[config.mk]
export PLATFORM = sky130hd
export DESIGN_NAME = nwf_ctrl
export DESIGN_NICKNAME = d
export VERILOG_FILES = /design/src/hw/rtl/nwf_pkg.sv /design/src/hw/rtl/nwf_ctrl.sv
export SDC_FILE = /design/constraint.sdc
export NUM_CORES = 1
export LEC_CHECK = 0
export BUFFER_PORTS_ARGS = -buffer_cell sky130_fd_sc_hd__buf_2
export CORE_AREA = 3 3 40 42
export CTS_BUF_LIST = sky130_fd_sc_hd__clkbuf_2
export DETAILED_ROUTE_END_ITERATION = 7
export DIE_AREA = 0 0 43 45
export SKIP_CTS_REPAIR_TIMING = 1
export SLEW_MARGIN = 20
export SYNTH_ARGS = -nofsm -noshare
export SYNTH_HDL_FRONTEND = slang
export SYNTH_SLANG_ARGS = --single-unit
[constraint.sdc]
create_clock -name clock -period 1.1 [get_ports clock]
set_input_delay 0.22 -clock clock [delete_from_list [all_inputs] [get_ports clock]]
set_output_delay 0.22 -clock clock [all_outputs]
set_load 0.02 [all_outputs]
[src/hw/rtl/nwf_pkg.sv]
// Shared types, constants and the CORDIC arctangent table of the next-waypoint finder.
// Depends on nothing; every other file of the block imports it.
package nwf_pkg;

   // Default values of the top-level parameters.
   localparam int MAP_DEPTH_DEFAULT   = 1024;
   localparam int COORD_WIDTH_DEFAULT = 32;
   localparam int ANGLE_WIDTH_DEFAULT = 16;

   // Fixed widths of the interface fields.
   localparam int INDEX_W   = 10;
   localparam int COUNT_W   = 11;
   localparam int COORD_W   = 32;
   localparam int HEADING_W = 16;
   localparam int DIFF_W    = 16;

   // Distance sentinel: 100000 m in Q23.8, and its square in Q.16.
   localparam int SENT_W = 25;
   localparam int D2_W   = 2 * SENT_W + 1;
   localparam logic [SENT_W-1:0] SENTINEL    = 25'd25600000;
   localparam logic [D2_W-1:0]   SENTINEL_SQ = 51'd655360000000000;

   // Command codes of an input item.
   localparam logic CMD_WRITE = 1'b0;
   localparam logic CMD_QUERY = 1'b1;

   typedef struct packed {
      logic                       command;
      logic [INDEX_W-1:0]         waypoint_index;
      logic signed [COORD_W-1:0]  waypoint_x;
      logic signed [COORD_W-1:0]  waypoint_y;
      logic signed [COORD_W-1:0]  vehicle_x;
      logic signed [COORD_W-1:0]  vehicle_y;
      logic [HEADING_W-1:0]       vehicle_heading;
   } req_type;

   typedef struct packed {
      logic [INDEX_W-1:0] closest_index;
      logic [INDEX_W-1:0] next_index;
      logic [DIFF_W-1:0]  bearing_difference;
      logic               map_empty;
   } rsp_type;

   typedef enum logic [2:0] {
      ST_IDLE,
      ST_SCAN,
      ST_DRAIN,
      ST_FETCH,
      ST_LOAD,
      ST_ROTATE,
      ST_FINISH
   } state_type;

   // Commands from the controller to the datapath.
   typedef struct packed {
      logic accept_write;
      logic accept_query;
      logic scan_issue;
      logic fetch;
      logic load;
      logic rotate;
      logic finish;
   } ctrl_cmd_type;

   // Status from the datapath to the controller.
   typedef struct packed {
      logic map_empty;
      logic scan_last;
      logic pipe_busy;
      logic cordic_done;
      logic rsp_free;
   } dp_status_type;

   // Arctangent of 2^-i as a fraction of a turn with 32 fractional bits.
   function automatic logic [31:0] atan_turn(input logic [4:0] i);
      logic [31:0] a;
      case (i)
         5'd0:    a = 32'h20000000;
         5'd1:    a = 32'h12E4051E;
         5'd2:    a = 32'h09FB385B;
         5'd3:    a = 32'h051111D4;
         5'd4:    a = 32'h028B0D43;
         5'd5:    a = 32'h0145D7E1;
         5'd6:    a = 32'h00A2F61E;
         5'd7:    a = 32'h00517C55;
         5'd8:    a = 32'h0028BE53;
         5'd9:    a = 32'h00145F2F;
         5'd10:   a = 32'h000A2F98;
         5'd11:   a = 32'h000517CC;
         5'd12:   a = 32'h00028BE6;
         5'd13:   a = 32'h000145F3;
         5'd14:   a = 32'h0000A2FA;
         5'd15:   a = 32'h0000517D;
         5'd16:   a = 32'h000028BE;
         5'd17:   a = 32'h0000145F;
         5'd18:   a = 32'h00000A30;
         5'd19:   a = 32'h00000518;
         5'd20:   a = 32'h0000028C;
         5'd21:   a = 32'h00000146;
         5'd22:   a = 32'h000000A3;
         5'd23:   a = 32'h00000051;
         5'd24:   a = 32'h00000029;
         5'd25:   a = 32'h00000014;
         5'd26:   a = 32'h0000000A;
         5'd27:   a = 32'h00000005;
         5'd28:   a = 32'h00000003;
         5'd29:   a = 32'h00000001;
         5'd30:   a = 32'h00000001;
         default: a = 32'h00000000;
      endcase
      return a;
   endfunction

endpackage

[src/hw/rtl/nwf_ctrl.sv]
// Controller state machine of the next-waypoint finder.
// Depends on nwf_pkg; drives the datapath through ctrl_cmd_type commands.
module nwf_ctrl (
   input  logic                   clock,
   input  logic                   reset,
   input  logic                   req_valid,
   input  logic                   req_command,
   input  nwf_pkg::dp_status_type status,
   output logic                   req_ready,
   output nwf_pkg::ctrl_cmd_type  cmd
);
   import nwf_pkg::*;

   state_type state_ff, state_in;

   always_ff @(posedge clock) begin
      if (reset) begin
         state_ff <= ST_IDLE;
      end else begin
         state_ff <= state_in;
      end
   end

   always_comb begin
      state_in  = state_ff;
      req_ready = 1'b0;
      cmd       = '0;
      unique case (state_ff)
         ST_IDLE: begin
            req_ready = 1'b1;
            if (req_valid) begin
               if (req_command == CMD_QUERY) begin
                  cmd.accept_query = 1'b1;
                  state_in = status.map_empty ? ST_FINISH : ST_SCAN;
               end else begin
                  cmd.accept_write = 1'b1;
               end
            end
         end
         ST_SCAN: begin
            cmd.scan_issue = 1'b1;
            if (status.scan_last) begin
               state_in = ST_DRAIN;
            end
         end
         ST_DRAIN: begin
            if (!status.pipe_busy) begin
               state_in = ST_FETCH;
            end
         end
         ST_FETCH: begin
            cmd.fetch = 1'b1;
            state_in  = ST_LOAD;
         end
         ST_LOAD: begin
            cmd.load = 1'b1;
            state_in = ST_ROTATE;
         end
         ST_ROTATE: begin
            cmd.rotate = 1'b1;
            if (status.cordic_done) begin
               state_in = ST_FINISH;
            end
         end
         ST_FINISH: begin
            if (status.rsp_free) begin
               cmd.finish = 1'b1;
               state_in   = ST_IDLE;
            end
         end
         default: begin
            state_in = ST_IDLE;
         end
      endcase
   end

endmodule

==> impl_metrics.csv <==
group,metric,value,unit
power,p_seq_share,15.9,%
timing,max_slew_margin,80.9,%
detailed_routing,avgRoutedWirePerCell,11.6,µm
outcome,outcome,"complete, but fails checks",
setup_path,r2r_cells,5,
setup_path,crit_path_cell_trace,"nor3_4, and3_4, buf_6",
global_route,grt_max_degree,9,
logic_synthesis,yosysWarnings,0,
logic_synthesis,yosys.area.top_type,"dfxtp_1",
die,start_util,24.6,%
timing,fmax,0.739,GHz
setup_path,rrSetupSlack,-0.18,ns
power,p_per_area,2960,nW/µm²
timing,worstMarginPinSlew,0.287,ns
hold_path,hold_depth,2,
layout,final_cells,83,
global_route,grt_pass1_vias,326,
layout,regMostFlops,"state_ff",
power,p_sw_share,44.1,%
layout,mostFrequentLayoutCell,"buf_4",
clock_tree,cts_buffer_depth,2,
timing,min_period,1.35,ns
power,finalPower,0.00184,W
layout,final_cell_mix,"12 x buf_4, 9 x buf_2, 6 x buf_6, 4 x clkbuf_2",
timing,finClkSkew,0.00501,ns
detailed_routing,drc,0,
logic_synthesis,synth_seq_cells,3,
logic_synthesis,syn_avg_cell_area,7.91,µm²
layout,area_growth,96.8,%
placed_design,io_buffers,16,
timing,setup_viol,11,
detailed_routing,drtIter0Drc,9,
clock_tree,cts_tree,"built",
layout,seq_area,71.3,µm²
logic_synthesis,synthTopCellsByArea,"dfxtp_1 19%, a21oi_1 7.9%, nor4bb_4 7.9%",
logic_synthesis,ys_types,22,
power,pwr-share-clk,8.1,%
detailed_routing,detail-route-antenna-nets,0,
global_route,overflow,0,
setup_path,critPathRequiredTime,0.88,ns
placed_design,placed_cells,77,
layout,multi_input_area,310,µm²
die,io_pins,17,
layout,layout-drive-gt1-share,73.5,%
timing,holdWs,0.214,ns
layout,fill_cells,124,
setup_path,worstPathArrival,1.13,ns
setup_path,worstSetupEndpointType,"output pin",
layout,antenna_cells,0,
detailed_routing,viasPerCell,4.67,
timing,rsz0062_at_grt,"true",
power,combPwrFrac,76.0,%
die,core,1280,µm²
hold_path,min_to,"state_ff[0]",
hold_path,holdCritStartpoint,"reset",
global_route,grt_usage,9.24,%
hold_path,hold_path.class,"in -> reg",
detailed_routing,wl,959,µm
outcome,violations,"negative setup slack",
setup_path,r2r_end,"state_ff[2]",
placed_design,dp_hpwl,678,µm
detailed_routing,drt_pass1_iterations,2,
die,die_w,43,µm
power,p_switching,0.000812,W
logic_synthesis,ys_seq_area_share,19.0,%
logic_synthesis,syn_nets,49,
timing,post-route-period-util,123,%
logic_synthesis,synth_top_area_share,19.0,%
clock_tree,cts_made_buffers,3,
timing,final_hold_viol_count,0,
setup_path,rr_startpoint,"state_ff[2]",
die,die-area,1940,µm²
layout,largest_register_ffs,3,
global_route,grt_pass1_wl,1330,µm
clock_tree,clkLatencyLatePin,0.20,ns
power,p_int,0.00103,W
timing,maxSlewViolCount,0,
clock_tree,h-tree-depth,1,
clock_tree,clk_pin_slew_worst_paths,0.04,ns
layout,nets,78,
clock_tree,root_buffer,"clkbuf_2",
flow_run,drv_cap,0,
logic_synthesis,netlist_instances,40,
detailed_routing,vias,388,
placed_design,place_congestion,0.721,
clock_tree,clock_sinks,3,
die,rows,13,
setup_path,worst_path_largest_cell_delay,0.36,ns
setup_path,criticalPathCategory,"reg -> out",
layout,final_area,623,µm²
timing,setup_slack,-0.254,ns
power,ir_drop,1.11,mV
setup_path,critPathMaxFanout,4,
placed_design,postPlaceCellArea,494,µm²
logic_synthesis,syn_area,317,µm²
power,p_leak,0.268,nW
global_route,antenna_found_initial,0,
die,chipHeight,45,µm
setup_path,worst_path_max_delay_cell,"dfxtp_4",
setup_path,startpoint_type,"flip-flop",
layout,largest_registers,"state_ff x3",
-- through the flow --
step / setup TNS, ns / worst slack [ns] / util, %
3_3_place_gp: -0.299 / -0.0628 / 38.5
6_report: -2.01 / -0.254 / 48.5
3_5_place_dp: -0.481 / -0.0740 / 38.5
4_1_cts: -2.18 / -0.297 / 40.0
5_1_grt: -2.69 / -0.303 / 48.5
2_1_floorplan: -0.235 / -0.0760 / -
-- synthesized netlist by cell type --
master	instances
a21oi_1	5
a221oi_2	1
and2_1	2
and3_1	1
buf_2	1
buf_6	2
dfxtp_1	3
mux2i_1	1
nand2_1	5
nand2b_1	1
nand3_1	1
nand4b_1	1
nand4bb_1	1
nor2_1	5
nor2b_1	2
nor2b_4	1
nor3_1	1
nor3_2	1
nor3b_1	1
nor4bb_4	1
o21a_1	1
o21ai_0	2
-- per-layer routing --
metal | vias up | GRT usage, % | wire (µm)
met5 | - | 0 | 0
met4 | 0 | 5.42 | 0
met3 | 0 | 3.19 | 64
met2 | 14 | 14.4 | 518
met1 | 178 | 11.1 | 376
li1 | 196 | - | -
-- power groups by stage --
| stage | clock network (W) | logic [W] | registers [W] |
|---|---|---|---|
| after floorplan | 0 | 0.000805 | 0.000241 |
| after global placement | 0 | 0.00105 | 0.000271 |
| after detailed placement | 0 | 0.00105 | 0.000278 |
| after CTS | 0.000157 | 0.00105 | 0.000275 |
| after global routing | 0.000161 | 0.00151 | 0.000303 |
| final | 0.000149 | 0.00140 | 0.000293 |
-- how the worst max path moves through the flow --
stage / from / slack (ns) / cells past startpoint / end
5_1_grt: state_ff[1] / -0.30 / 3 / cmd[5]
6_report: state_ff[1] / -0.25 / 3 / cmd[5]
4_1_cts: state_ff[2] / -0.30 / 4 / cmd[0]
2_1_floorplan: state_ff[0] / -0.08 / 3 / cmd[6]
3_3_place_gp: state_ff[0] / -0.06 / 4 / cmd[6]
3_5_place_dp: state_ff[2] / -0.07 / 4 / state_ff[2]
-- kinds of logic (layout without fill, tap and decap cells) --
| logic type | count (synthesis) | count (layout) | share of synthesized area [%] |
|---|---|---|---|
| compound gates | 9 | 9 | 18.2 |
| flops | 3 | 3 | 19.0 |
| buf+inv | 3 | 31 | 8.69 |
| mux | 1 | 1 | 3.16 |
| simple gates | 24 | 24 | 51.0 |
-- area by class of cell --
cell class                 instances  share of cell area, %
sequential                         3                   11.4
timing repair buffer              27                   32.5
clock buffer                       4                   3.21
tap                               15                   3.01
multi-input combinational         34                   49.8
-- worst max-delay path, delay by kind of cell (launching register included) --
family	cells	cell delay, ns
and+or+nand+nor	2	0.47
buffers and inverters	1	0.11
DFF	1	0.36
Note: power is estimated with default switching activity, not from simulation.
